`config.mk`:
```
export PLATFORM = sky130hd
export DESIGN_NAME = position_frame_parser_cache_unit
export DESIGN_NICKNAME = d
export VERILOG_FILES = /design/src/rtl/pfpc_pkg.sv /design/src/rtl/position_frame_parser_cache_unit.sv /design/src/rtl/pfpc_front.sv /design/src/rtl/pfpc_queue.sv /design/src/rtl/pfpc_back.sv
export SDC_FILE = /design/constraint.sdc
export NUM_CORES = 1
export LEC_CHECK = 0
export BUFFER_PORTS_ARGS = -buffer_cell sky130_fd_sc_hd__buf_2
export CAP_MARGIN = 0
export CELL_PAD_IN_SITES_DETAIL_PLACEMENT = 1
export CELL_PAD_IN_SITES_GLOBAL_PLACEMENT = 1
export CORE_ASPECT_RATIO = 0.6
export CORE_MARGIN = 10
export CORE_UTILIZATION = 47
export CTS_BUF_LIST = sky130_fd_sc_hd__clkbuf_8
export CTS_CLUSTER_DIAMETER = 200
export DETAILED_ROUTE_END_ITERATION = 8
export PLACE_DENSITY_LB_ADDON = 0.1
export SYNTH_ARGS = -nofsm -noshare
export SYNTH_HDL_FRONTEND = slang
export SYNTH_SLANG_ARGS = --single-unit
```
`constraint.sdc`:
```
create_clock -name clk -period 4.2 [get_ports clk]
set_input_delay 0.42 -clock clk [delete_from_list [all_inputs] [get_ports clk]]
set_output_delay 0.42 -clock clk [all_outputs]
set_load 0.005 [all_outputs]
```
`src/rtl/pfpc_pkg.sv`:
```
package pfpc_pkg;

    localparam int COORD_WIDTH = 16;
    localparam int CFG_WIDTH   = 16;

    localparam logic [CFG_WIDTH-1:0] TIMEOUT_RESET = 16'd500;

    localparam logic [1:0] OP_BYTE = 2'd0;
    localparam logic [1:0] OP_TICK = 2'd1;
    localparam logic [1:0] OP_READ = 2'd2;

    localparam logic [7:0] CH_B     = 8'h62;
    localparam logic [7:0] CH_E     = 8'h65;
    localparam logic [7:0] CH_0     = 8'h30;
    localparam logic [7:0] CH_9     = 8'h39;
    localparam logic [7:0] CH_PLUS  = 8'h2b;
    localparam logic [7:0] CH_MINUS = 8'h2d;
    localparam logic [7:0] CH_SPACE = 8'h20;
    localparam logic [7:0] CH_TAB   = 8'h09;
    localparam logic [7:0] CH_CR    = 8'h0d;

    typedef struct packed {
        logic [1:0] op;
        logic [7:0] rx_byte;
    } in_item_t;

    typedef struct packed {
        logic                          partner_valid;
        logic signed [COORD_WIDTH-1:0] partner_x;
        logic signed [COORD_WIDTH-1:0] partner_y;
        logic                          ball_valid;
        logic signed [COORD_WIDTH-1:0] ball_x;
        logic signed [COORD_WIDTH-1:0] ball_y;
    } out_item_t;

    // Command handed from the parser to the cache side
    typedef struct packed {
        logic                        is_read;
        logic                        apply;
        logic [3:0][COORD_WIDTH-1:0] vals;
    } cmd_t;

endpackage

```
`src/rtl/position_frame_parser_cache_unit.sv`:
```
// Channel   | Signals                        | Beat
// ----------+--------------------------------+----------------------------------
// input     | in_valid, in_ready, in_data    | one byte, tick or read request
// output    | out_valid, out_ready, out_data | one position report per read
// config    | cfg_we, cfg_wdata              | cache timeout in ticks, no wait
//
// One beat per cycle while in_ready is high. A read beat enters a two-entry command
// queue at the edge that accepts it; its report is registered once the back end pops it.
// Bytes are parsed at the accepting edge and take no queue entry.
// in_ready drops for every beat once the queue is full, which needs a read held
// behind a report that out_ready has not taken.
// Reset clears the parser, pending frame, cache and ages; timeout goes to 500.
module position_frame_parser_cache_unit #(
    parameter int AGE_WIDTH = 16
) (
    input  logic                           clk,
    input  logic                           rst_n,
    input  logic                           in_valid,
    output logic                           in_ready,
    input  pfpc_pkg::in_item_t             in_data,
    output logic                           out_valid,
    input  logic                           out_ready,
    output pfpc_pkg::out_item_t            out_data,
    input  logic                           cfg_we,
    input  logic [pfpc_pkg::CFG_WIDTH-1:0] cfg_wdata
);

    logic [pfpc_pkg::CFG_WIDTH-1:0] timeout_reg;
    logic                           push, push_ready, pop, pop_valid;
    pfpc_pkg::cmd_t                 push_cmd, pop_cmd;

    always_ff @(posedge clk or negedge rst_n)
    begin
        if (!rst_n)
            timeout_reg <= pfpc_pkg::TIMEOUT_RESET;
        else if (cfg_we)
            timeout_reg <= cfg_wdata;
    end

    pfpc_front u_front (
        .clk      (clk),
        .rst_n    (rst_n),
        .in_valid (in_valid),
        .in_ready (in_ready),
        .in_data  (in_data),
        .q_push   (push),
        .q_cmd    (push_cmd),
        .q_ready  (push_ready)
    );

    pfpc_queue u_queue (
        .clk        (clk),
        .rst_n      (rst_n),
        .push       (push),
        .push_cmd   (push_cmd),
        .push_ready (push_ready),
        .pop        (pop),
        .pop_cmd    (pop_cmd),
        .pop_valid  (pop_valid)
    );

    pfpc_back #(
        .AGE_WIDTH (AGE_WIDTH)
    ) u_back (
        .clk       (clk),
        .rst_n     (rst_n),
        .q_valid   (pop_valid),
        .q_cmd     (pop_cmd),
        .q_pop     (pop),
        .timeout   (timeout_reg),
        .out_valid (out_valid),
        .out_ready (out_ready),
        .out_data  (out_data)
    );

endmodule

```
`src/rtl/pfpc_front.sv`:
```
module pfpc_front (
    input  logic              clk,
    input  logic              rst_n,
    input  logic              in_valid,
    output logic              in_ready,
    input  pfpc_pkg::in_item_t in_data,
    output logic              q_push,
    output pfpc_pkg::cmd_t    q_cmd,
    input  logic              q_ready
);

    localparam int CW    = pfpc_pkg::COORD_WIDTH;
    localparam int WIDEW = CW + 4;
    localparam logic [WIDEW-1:0] MAG_LIMIT = WIDEW'(1) << (CW - 1);

    typedef enum logic [3:0] {
        PH_OUT  = 4'b0001,
        PH_GAP  = 4'b0010,
        PH_SIGN = 4'b0100,
        PH_DIG  = 4'b1000
    } phase_t;

    phase_t               phase_reg, phase_next;
    logic [2:0]           cnt_reg, cnt_next, cnt_fin;
    logic [CW-1:0]        acc_reg, acc_next;
    logic                 neg_reg, neg_next;
    logic                 failed_reg, failed_next;
    logic [3:0][CW-1:0]   vals_reg, vals_fin;
    logic                 pend_present_reg, pend_present_next;
    logic                 pend_ok_reg, pend_ok_next;
    logic [3:0][CW-1:0]   pend_vals_reg, pend_vals_next;

    logic                 accept;
    logic                 byte_go;
    logic                 is_b, is_e, is_digit, is_space, is_sign;
    logic                 do_finish;
    logic [CW-1:0]        fin_val;
    logic [3:0]           digit;
    logic [WIDEW-1:0]     m_wide;
    logic [7:0]           c;

    assign in_ready = q_ready;
    assign accept   = in_valid && in_ready;
    assign byte_go  = accept && (in_data.op == pfpc_pkg::OP_BYTE);
    assign q_push   = accept && ((in_data.op == pfpc_pkg::OP_TICK) ||
                                 (in_data.op == pfpc_pkg::OP_READ));

    assign q_cmd.is_read = (in_data.op == pfpc_pkg::OP_READ);
    assign q_cmd.apply   = pend_present_reg && pend_ok_reg;
    assign q_cmd.vals    = pend_vals_reg;

    assign c        = in_data.rx_byte;
    assign is_b     = (c == pfpc_pkg::CH_B);
    assign is_e     = (c == pfpc_pkg::CH_E);
    assign is_digit = (c >= pfpc_pkg::CH_0) && (c <= pfpc_pkg::CH_9);
    assign is_space = (c == pfpc_pkg::CH_SPACE) ||
                      ((c >= pfpc_pkg::CH_TAB) && (c <= pfpc_pkg::CH_CR));
    assign is_sign  = (c == pfpc_pkg::CH_PLUS) || (c == pfpc_pkg::CH_MINUS);
    assign digit    = 4'(c - pfpc_pkg::CH_0);

    // Magnitude saturates at 2^(CW-1); positive values clamp one below it
    always_comb
    begin
        if (neg_reg)
            fin_val = ~acc_reg + CW'(1);
        else if (acc_reg[CW-1])
            fin_val = {1'b0, {(CW-1){1'b1}}};
        else
            fin_val = acc_reg;
    end

    assign do_finish = byte_go && (phase_reg == PH_DIG) && !is_b &&
                       (is_e || (!failed_reg && (cnt_reg < 3'd4) && !is_digit));
    assign cnt_fin   = cnt_reg + 3'(do_finish);

    always_comb
    begin
        vals_fin = vals_reg;
        if (do_finish && (cnt_reg < 3'd4))
            vals_fin[cnt_reg[1:0]] = fin_val;
    end

    always_comb
    begin
        if (phase_reg == PH_GAP)
            m_wide = WIDEW'(digit);
        else
            m_wide = (WIDEW'(acc_reg) << 3) + (WIDEW'(acc_reg) << 1) + WIDEW'(digit);
    end

    always_comb
    begin
        phase_next        = phase_reg;
        cnt_next          = cnt_reg;
        acc_next          = acc_reg;
        neg_next          = neg_reg;
        failed_next       = failed_reg;
        pend_present_next = pend_present_reg;
        pend_ok_next      = pend_ok_reg;
        pend_vals_next    = pend_vals_reg;

        if (q_push && q_cmd.is_read)
            pend_present_next = 1'b0;

        if (byte_go)
        begin
            if (is_b)
            begin
                phase_next  = PH_GAP;
                cnt_next    = 3'd0;
                acc_next    = '0;
                neg_next    = 1'b0;
                failed_next = 1'b0;
            end
            else if (phase_reg != PH_OUT)
            begin
                if (is_e)
                begin
                    // close the frame: it replaces whatever is pending
                    cnt_next          = cnt_fin;
                    pend_present_next = 1'b1;
                    pend_ok_next      = !failed_reg && (cnt_fin >= 3'd4);
                    pend_vals_next    = vals_fin;
                    phase_next        = PH_OUT;
                    if (do_finish)
                    begin
                        acc_next = '0;
                        neg_next = 1'b0;
                    end
                end
                else if (!failed_reg && (cnt_reg < 3'd4))
                begin
                    if (is_digit)
                    begin
                        if (phase_reg == PH_GAP)
                            neg_next = 1'b0;
                        acc_next   = (m_wide > MAG_LIMIT) ? MAG_LIMIT[CW-1:0]
                                                          : m_wide[CW-1:0];
                        phase_next = PH_DIG;
                    end
                    else if (phase_reg == PH_SIGN)
                    begin
                        failed_next = 1'b1;
                    end
                    else
                    begin
                        if (do_finish)
                        begin
                            cnt_next   = cnt_fin;
                            acc_next   = '0;
                            neg_next   = 1'b0;
                            phase_next = PH_GAP;
                        end
                        if (cnt_fin < 3'd4)
                        begin
                            if (is_sign)
                            begin
                                acc_next   = '0;
                                neg_next   = (c == pfpc_pkg::CH_MINUS);
                                phase_next = PH_SIGN;
                            end
                            else if (!is_space)
                            begin
                                failed_next = 1'b1;
                            end
                        end
                    end
                end
            end
        end
    end

    always_ff @(posedge clk or negedge rst_n)
    begin
        if (!rst_n)
        begin
            phase_reg        <= PH_OUT;
            cnt_reg          <= '0;
            acc_reg          <= '0;
            neg_reg          <= 1'b0;
            failed_reg       <= 1'b0;
            vals_reg         <= '0;
            pend_present_reg <= 1'b0;
            pend_ok_reg      <= 1'b0;
            pend_vals_reg    <= '0;
        end
        else
        begin
            phase_reg        <= phase_next;
            cnt_reg          <= cnt_next;
            acc_reg          <= acc_next;
            neg_reg          <= neg_next;
            failed_reg       <= failed_next;
            vals_reg         <= vals_fin;
            pend_present_reg <= pend_present_next;
            pend_ok_reg      <= pend_ok_next;
            pend_vals_reg    <= pend_vals_next;
        end
    end

endmodule

```
`src/rtl/pfpc_queue.sv`:
```
module pfpc_queue (
    input  logic           clk,
    input  logic           rst_n,
    input  logic           push,
    input  pfpc_pkg::cmd_t push_cmd,
    output logic           push_ready,
    input  logic           pop,
    output pfpc_pkg::cmd_t pop_cmd,
    output logic           pop_valid
);

    localparam int DEPTH = 2;
    localparam int PTR_W = $clog2(DEPTH);
    localparam int CNT_W = $clog2(DEPTH + 1);

    pfpc_pkg::cmd_t     mem_reg [DEPTH];
    logic [PTR_W-1:0]   wr_ptr_reg, wr_ptr_next;
    logic [PTR_W-1:0]   rd_ptr_reg, rd_ptr_next;
    logic [CNT_W-1:0]   cnt_reg, cnt_next;
    logic               do_push, do_pop;

    assign push_ready = (cnt_reg != CNT_W'(DEPTH));
    assign pop_valid  = (cnt_reg != '0);
    assign pop_cmd    = mem_reg[rd_ptr_reg];
    assign do_push    = push && push_ready;
    assign do_pop     = pop && pop_valid;

    always_comb
    begin
        wr_ptr_next = wr_ptr_reg;
        rd_ptr_next = rd_ptr_reg;
        if (do_push)
            wr_ptr_next = (wr_ptr_reg == PTR_W'(DEPTH - 1)) ? '0 : wr_ptr_reg + PTR_W'(1);
        if (do_pop)
            rd_ptr_next = (rd_ptr_reg == PTR_W'(DEPTH - 1)) ? '0 : rd_ptr_reg + PTR_W'(1);
        cnt_next = cnt_reg + CNT_W'(do_push) - CNT_W'(do_pop);
    end

    always_ff @(posedge clk)
    begin
        if (do_push)
            mem_reg[wr_ptr_reg] <= push_cmd;
    end

    always_ff @(posedge clk or negedge rst_n)
    begin
        if (!rst_n)
        begin
            wr_ptr_reg <= '0;
            rd_ptr_reg <= '0;
            cnt_reg    <= '0;
        end
        else
        begin
            wr_ptr_reg <= wr_ptr_next;
            rd_ptr_reg <= rd_ptr_next;
            cnt_reg    <= cnt_next;
        end
    end

endmodule

```
`src/rtl/pfpc_back.sv`:
```
module pfpc_back #(
    parameter int AGE_WIDTH = 16
) (
    input  logic                            clk,
    input  logic                            rst_n,
    input  logic                            q_valid,
    input  pfpc_pkg::cmd_t                  q_cmd,
    output logic                            q_pop,
    input  logic [pfpc_pkg::CFG_WIDTH-1:0]  timeout,
    output logic                            out_valid,
    input  logic                            out_ready,
    output pfpc_pkg::out_item_t             out_data
);

    localparam int CW    = pfpc_pkg::COORD_WIDTH;
    localparam int CMP_W = (AGE_WIDTH > pfpc_pkg::CFG_WIDTH) ? AGE_WIDTH
                                                             : pfpc_pkg::CFG_WIDTH;

    logic                   p_valid_reg, p_valid_next;
    logic                   b_valid_reg, b_valid_next;
    logic [1:0][CW-1:0]     p_xy_reg, p_xy_next;
    logic [1:0][CW-1:0]     b_xy_reg, b_xy_next;
    logic [AGE_WIDTH-1:0]   p_age_reg, p_age_next;
    logic [AGE_WIDTH-1:0]   b_age_reg, b_age_next;
    logic                   out_valid_reg, out_valid_next;
    pfpc_pkg::out_item_t    out_data_reg, out_data_next;

    logic                   take, tick_go, read_go;
    logic                   p_fresh, b_fresh, pv, bv;

    assign take    = q_valid && (!q_cmd.is_read || !out_valid_reg || out_ready);
    assign q_pop   = take;
    assign tick_go = take && !q_cmd.is_read;
    assign read_go = take && q_cmd.is_read;

    assign p_fresh = q_cmd.apply && (q_cmd.vals[0] != '0) && (q_cmd.vals[1] != '0);
    assign b_fresh = q_cmd.apply && (q_cmd.vals[2] != '0) && (q_cmd.vals[3] != '0);

    always_comb
    begin
        p_valid_next = p_valid_reg;
        b_valid_next = b_valid_reg;
        p_xy_next    = p_xy_reg;
        b_xy_next    = b_xy_reg;
        p_age_next   = p_age_reg;
        b_age_next   = b_age_reg;

        if (tick_go)
        begin
            // saturate ages at all ones
            if (p_age_reg != '1)
                p_age_next = p_age_reg + AGE_WIDTH'(1);
            if (b_age_reg != '1)
                b_age_next = b_age_reg + AGE_WIDTH'(1);
        end

        if (read_go && p_fresh)
        begin
            p_valid_next = 1'b1;
            p_xy_next    = {q_cmd.vals[1], q_cmd.vals[0]};
            p_age_next   = '0;
        end
        if (read_go && b_fresh)
        begin
            b_valid_next = 1'b1;
            b_xy_next    = {q_cmd.vals[3], q_cmd.vals[2]};
            b_age_next   = '0;
        end
    end

    assign pv = p_valid_next && (CMP_W'(p_age_next) <= CMP_W'(timeout));
    assign bv = b_valid_next && (CMP_W'(b_age_next) <= CMP_W'(timeout));

    always_comb
    begin
        out_valid_next = out_valid_reg;
        out_data_next  = out_data_reg;
        if (out_valid_reg && out_ready)
            out_valid_next = 1'b0;
        if (read_go)
        begin
            out_valid_next              = 1'b1;
            out_data_next.partner_valid = pv;
            out_data_next.partner_x     = pv ? p_xy_next[0] : '0;
            out_data_next.partner_y     = pv ? p_xy_next[1] : '0;
            out_data_next.ball_valid    = bv;
            out_data_next.ball_x        = bv ? b_xy_next[0] : '0;
            out_data_next.ball_y        = bv ? b_xy_next[1] : '0;
        end
    end

    always_ff @(posedge clk)
    begin
        out_data_reg <= out_data_next;
        p_xy_reg     <= p_xy_next;
        b_xy_reg     <= b_xy_next;
    end

    always_ff @(posedge clk or negedge rst_n)
    begin
        if (!rst_n)
        begin
            p_valid_reg   <= 1'b0;
            b_valid_reg   <= 1'b0;
            p_age_reg     <= '0;
            b_age_reg     <= '0;
            out_valid_reg <= 1'b0;
        end
        else
        begin
            p_valid_reg   <= p_valid_next;
            b_valid_reg   <= b_valid_next;
            p_age_reg     <= p_age_next;
            b_age_reg     <= b_age_next;
            out_valid_reg <= out_valid_next;
        end
    end

    assign out_valid = out_valid_reg;
    assign out_data  = out_data_reg;

endmodule
```
[Word level (Yosys, flattened, before mapping)]
Memories as Yosys holds them, arrays and structs flattened.
Cells that the tools add are included.
Widths: inputs -> output; s select.
Storage, ports and cells
  register bits: 340
  memory bits (writable): 132
  input bits: 31
  word-level logic and storage cells: 212
  memories: 1
Cells by class
  add/subtract/negate cells: 11
  magnitude comparators: 12
  eq/ne operators: 22
  multiplexer cells: 73
  bitwise logic cells: 2
  reduce and logical (&&, ||, !) cells: 57
Memory list
  u_queue.mem_reg: words 2, bits a word 66, rd ports 1, clocked after memory_dff 0, wr ports 1, RTL line pfpc_queue.sv:16  | pfpc_pkg::cmd_t mem_reg [DEPTH];
Operators by type and width (count)
  $mux 16: 18
  $bwmux 64: 1
  $mux 32: 2
  $mux 64: 1
  $reduce_bool 16->1: 4
  $add 16x1->16 const B: 3
  $mux 4: 9
  $demux 16 s2: 1
  $le 16x16->1: 2
  $mux 1: 32
  $ne 16x16->1 const B: 2
  $logic_and 1x1->1: 29
  $eq 8x6->1 const B: 3
  $mux 3: 7
  $add 19x17->20: 1
  $add 20x4->20: 1
  $gt 20x16->1 const B: 1
  $mux 20: 1
  $eq 8x7->1 const B: 2
  $not 16->16: 1
  $mux 15: 1
  $reduce_bool 3->1: 3
  $ge 8x4->1 const B: 1
  $ge 8x6->1 const B: 1
  31 further kinds: 50

[Depth between registers and ports, before layout]
  word-level depth: 15
  gate-level depth with buffers: 18

[Modules after synthesis]
From an unflattened synthesis, not the netlist that was laid out.
Unflattened totals
  cell total of the unflattened synthesis: 1717
  area, all modules: 21605.7 µm²
Modules (own cells, without submodules)
  pfpc_front: times used 1, cells each 783, area each 8144.1 µm², sequential area each 3880.0 µm²
  pfpc_back: times used 1, cells each 673, area each 7709.9 µm², sequential area each 4139.0 µm²
  pfpc_queue: times used 1, cells each 227, area each 5094.9 µm², sequential area each 4063.9 µm²
  position_frame_parser_cache_unit: times used 1, cells each 34, area each 656.9 µm², sequential area each 407.9 µm²

[Worst setup path before layout]
No wires, ideal clock.
  path kind: input to register
  from: in in_data[8] (netlist name)
  to: mem u_queue.mem_reg[0][0] (netlist name) (enable)
  arrival time: 3.636 ns
  required time: 3.709 ns
  slack: 0.073 ns
  cell stages on the path: 4
  buffers on the path: 0
  path through: inv_1 ha_1 nand3_1 nor2_1
On the way
  longest elaborated chain between the ends: 6
  elaborated cells on any way between the ends: 7
  those cells by class: eq/ne: 2; mux: 2; reduce/logical: 3
RTL lines
  start, declared: RTL line position_frame_parser_cache_unit.sv:20  | input pfpc_pkg::in_item_t in_data,
  $eq 2x1->1 / $eq 2x2->1 (equally long branches): RTL line pfpc_front.sv:45, pfpc_front.sv:46
  $logic_or 1x1->1 (*): RTL line pfpc_front.sv:45  | assign q_push = accept && ((in_data.op == pfpc_pkg::OP_TICK) ||
  $logic_and 1x1->1 (*): RTL line pfpc_front.sv:45
  $logic_and 1x1->1 (*): RTL line pfpc_queue.sv:25  | assign do_push = push && push_ready;
  $mux 1 (*): RTL line pfpc_queue.sv:41  | if (do_push)
  $mux 1 (not written as such) (*): RTL line pfpc_queue.sv:42  | mem_reg[wr_ptr_reg] <= push_cmd;
  end, declared: RTL line pfpc_queue.sv:16
Every way passes the cells marked *; elsewhere a longest branch is shown, timed or not.

[Final worst setup path]
  from: reg u_back.b_age_reg[6]
  to: reg u_back.out_data_reg (netlist bit u_back.out_data[7]) (data pin)
On the way
  longest elaborated chain between the ends: 6
  elaborated cells on any way between the ends: 7
  those cells by class: add/sub: 1; order compare: 1; eq/ne: 1; mux: 3; reduce/logical: 1
RTL lines
  start, declared: RTL line pfpc_back.sv:24  | logic [AGE_WIDTH-1:0] b_age_reg, b_age_next;
  start signal, assigned: RTL line pfpc_back.sv:114  | b_age_reg <= b_age_next;
  $add 16x1->16 / $ne 16x16->1 (equally long branches): RTL line pfpc_back.sv:54, pfpc_back.sv:53
  $mux 16 (*): RTL line pfpc_back.sv:53  | if (b_age_reg != '1)
  $mux 16 (*): RTL line pfpc_back.sv:48  | if (tick_go)
  $mux 16 (*): RTL line pfpc_back.sv:63  | if (read_go && b_fresh)
  net u_back.b_age_next[11]: RTL line pfpc_back.sv:24
  $le 16x16->1 (*): RTL line pfpc_back.sv:72  | assign bv = b_valid_next && (CMP_W'(b_age_next) <= CMP_W'(timeout));
  $logic_and 1x1->1 (*): RTL line pfpc_back.sv:72
  end signal, assigned: RTL line pfpc_back.sv:94  | out_data_reg <= out_data_next;
  end, declared: RTL line pfpc_back.sv:26  | pfpc_pkg::out_item_t out_data_reg, out_data_next;
The timed path passes the listed nets; every way through them passes the cells marked *.
A chain may end at the register's enable or synchronous reset.

==> metrics.txt <==
io pins=99; worst-margin pin slew=1095 ps; routability cong.=0.8686; Cell variety after synth=80; final setup fails=0; Rows=58; CP endpoint kind=flop; chip width=288.7 µm; Final nets=1996; Vias/cell=5.603; Die Y=181.2 µm; Worst EP arrival=4560 ps; CTS tree=yes; CORE AREA=42310 µm²; clock sink total=472; CTS Buf Count=72; WP data required=4710 ps; syn nets=1806; max FFs per register=132; Power Dens Cells=593.5 nW/µm²; cell family with most CP delay=simple AND/OR/NAND/NOR gates; post-route cell area=23790 µm²; Synth Register Bits=472; via count=14.11k; diode count=0; mean routed wirelength per cell=21.71 µm; outcome=finished clean; Avg Inst Size Synth=11.98 µm²; Max-Slew Margin vs Limit=26.85%; worst vdd ir=0.5522 mV; kind of critical path=flop to flop; crit-path max cell delay=490 ps; IO buf count=98; # H-tree levels=3; fin crit period=4045 ps; Placed Instance Area=21920 µm²; final worst slack=155.0 ps; Mapped Cells=1700; Final Hold Viols=0; Final ANT Viol Nets=0; first-pass GRT wire length=84790 µm; Hold Path Class=primary input to flop; Residual DRC=0; initial antenna violation count=1; TritonRoute pass-1 iters=7; Crit Path Max Fanout=16; synthesis-to-layout area growth=16.83%; largest net degree at the start of global routing=102; Mapped Area=20370 µm²; Worst Setup Start Kind=flop; Skew-Pair Late Insertion Delay=650 ps; fmax=247.2 MHz; CTS root buffer=clkbuf_8; crit path cell chain=and4_1, and3_1, nand4_1, buf_4, o31ai_4, nor2_2, and3_1, xnor2_1, nor2_1, ha_1, nand4_1, nor2_2, nand2_1, or4_1, o21ai_2, a41o_1, o311a_4, clkbuf_16, and2_1; Crit-path slowest cell=or4_1; buffers and inverters on the worst path=2; hold path depth=2; FF-to-FF path depth=19; share of layout cells above drive strength 1=20.68%; final worst-path cycle share=96.31%; Fin Setup TNS=0 ps; Post-synth top flop=dfrtp_1; Lkg Pwr=10.23 nW; worst slack at placement=-53.52 ps; Post-DP HPWL=39380 µm; DP Cell Count=2365; asr flop ratio synth=44.49%; EDFF count, synth=198; Setup Skew=32.43 ps; 1st-iter DRT viols=1134; total wire length=54680 µm; Slew Viols, Final=0; Yosys warnings=0; GRT Total Usage=20.58%; Initial Util=48.14%; Post-Layout Cell Count=2519; vias in the first global route=14.50k; max_cap viols=0; Power, Total=14.12 mW; register area share after synthesis=61.33%; Die Area=52330 µm²; Worst path depth=19; GRT overflow=0; clk slew on worst S/H paths=60 ps; CTS max path bufs=3
-- layout make-up --
type	instances	area (µm²)
clock buffers	90	1239
clock inverters	43	304.0
fillers	4382	18510
inverters	47	176.4
multi-input cells	1111	7565
flip-flops and latches	472	12490
well taps	570	713.2
repair buffers	186	1303
-- repair_timing --
item                       in CTS  in global routing
hold buffers                   15                  0
cloned                          0                  1
setup endpoints to repair      38                 81
resized for setup               3                 26
hold endpoints to repair      109                  0
pin swaps                       0                  4
buffers inserted                0                  5
-- placed cells by master, fill, tap and decap left out, drive strengths merged, types with 23 or more instances in the layout --
master,count
edfxtp,198
mux2,70
nor2,138
nand4,23
mux2i,64
xor2,31
nor4,43
nand2,146
ha,73
dfxtp,64
a21oi,107
and2,37
dfrtp,203
inv,73
nand3,25
o21ai,109
nor2b,40
clkbuf,92
buf,169
-- final timing paths --
check | startpoint | endpoint | slack [ps]
max | u_back.b_age_reg[6] | u_back.out_data[7] | 150
min | cfg_wdata[0] | timeout_reg[0] | 30
max reg2reg | u_back.b_age_reg[6] | u_back.out_data[7] | 150
min reg2reg | u_front.q_cmd[48] | u_queue.mem_reg[0][48] | 460
max in group asynchronous | rst_n | timeout_reg[6] | 2760
min in group asynchronous | rst_n | u_front.phase_reg[3] | 450
-- per-layer routing --
layer / GRT usage [%] / wire length, µm / up-vias / share of wire (%)
met5: 0 / 0 / - / 0
met4: 5.952 / 1112 / 0 / 2.0
met3: 5.539 / 3645 / 76 / 6.7
met2: 28.15 / 22360 / 346 / 41
met1: 31.10 / 27560 / 7091 / 50
li1: - / - / 6600 / -
-- power by group --
part           switching, mW  internal, mW  leakage, nW
logic                   2.24          1.53         4.18
clock network           1.84          2.20        0.874
registers              0.359          5.95         5.17
-- metrics by stage --
step | util, % | hold WS [ps]
after global routing | 56.24 | 22.01
after detailed placement | 51.81 | 439.8
final | 56.24 | 29.87
after CTS | 55.83 | 5.198
after floorplan | - | 124.4
after global placement | 51.81 | 439.7
-- cells by family after synthesis --
| group | share of synthesized area [%] |
|---|---|
| fa+ha+maj | 4.681 |
| xor+xnor | 1.935 |
| buf+inv | 2.304 |
| simple gates | 12.85 |
| compound gates | 9.885 |
| flops | 61.33 |
| mux | 7.016 |
-- synthesized netlist by cell type (all sizes together), types with 46 or more instances --
library cell / number / area, µm²
o21ai: 109 / 549.3
dfxtp: 64 / 1281
dfrtp: 203 / 5080
nand2: 146 / 548.0
mux2i: 64 / 640.6
ha: 73 / 913.4
edfxtp: 198 / 5946
inv: 46 / 172.7
mux2: 70 / 788.3
nor2: 138 / 518.0
clkbuf: 52 / 196.4
a21oi: 107 / 554.3
-- worst register-to-register path: stages, from the launching register on --
cell and delay [ps]:
dfrtp_1 350, and4_1 230, and3_1 210, nand4_1 140, buf_4 200, o31ai_4 250, nor2_2 130, and3_1 210
xnor2_1 140, nor2_1 80, ha_1 290, nand4_1 120, nor2_2 130, nand2_1 100, or4_1 490, o21ai_2 100
a41o_1 140, o311a_4 270, clkbuf_16 180, and2_1 140
Power figures use the tool's default switching activity.
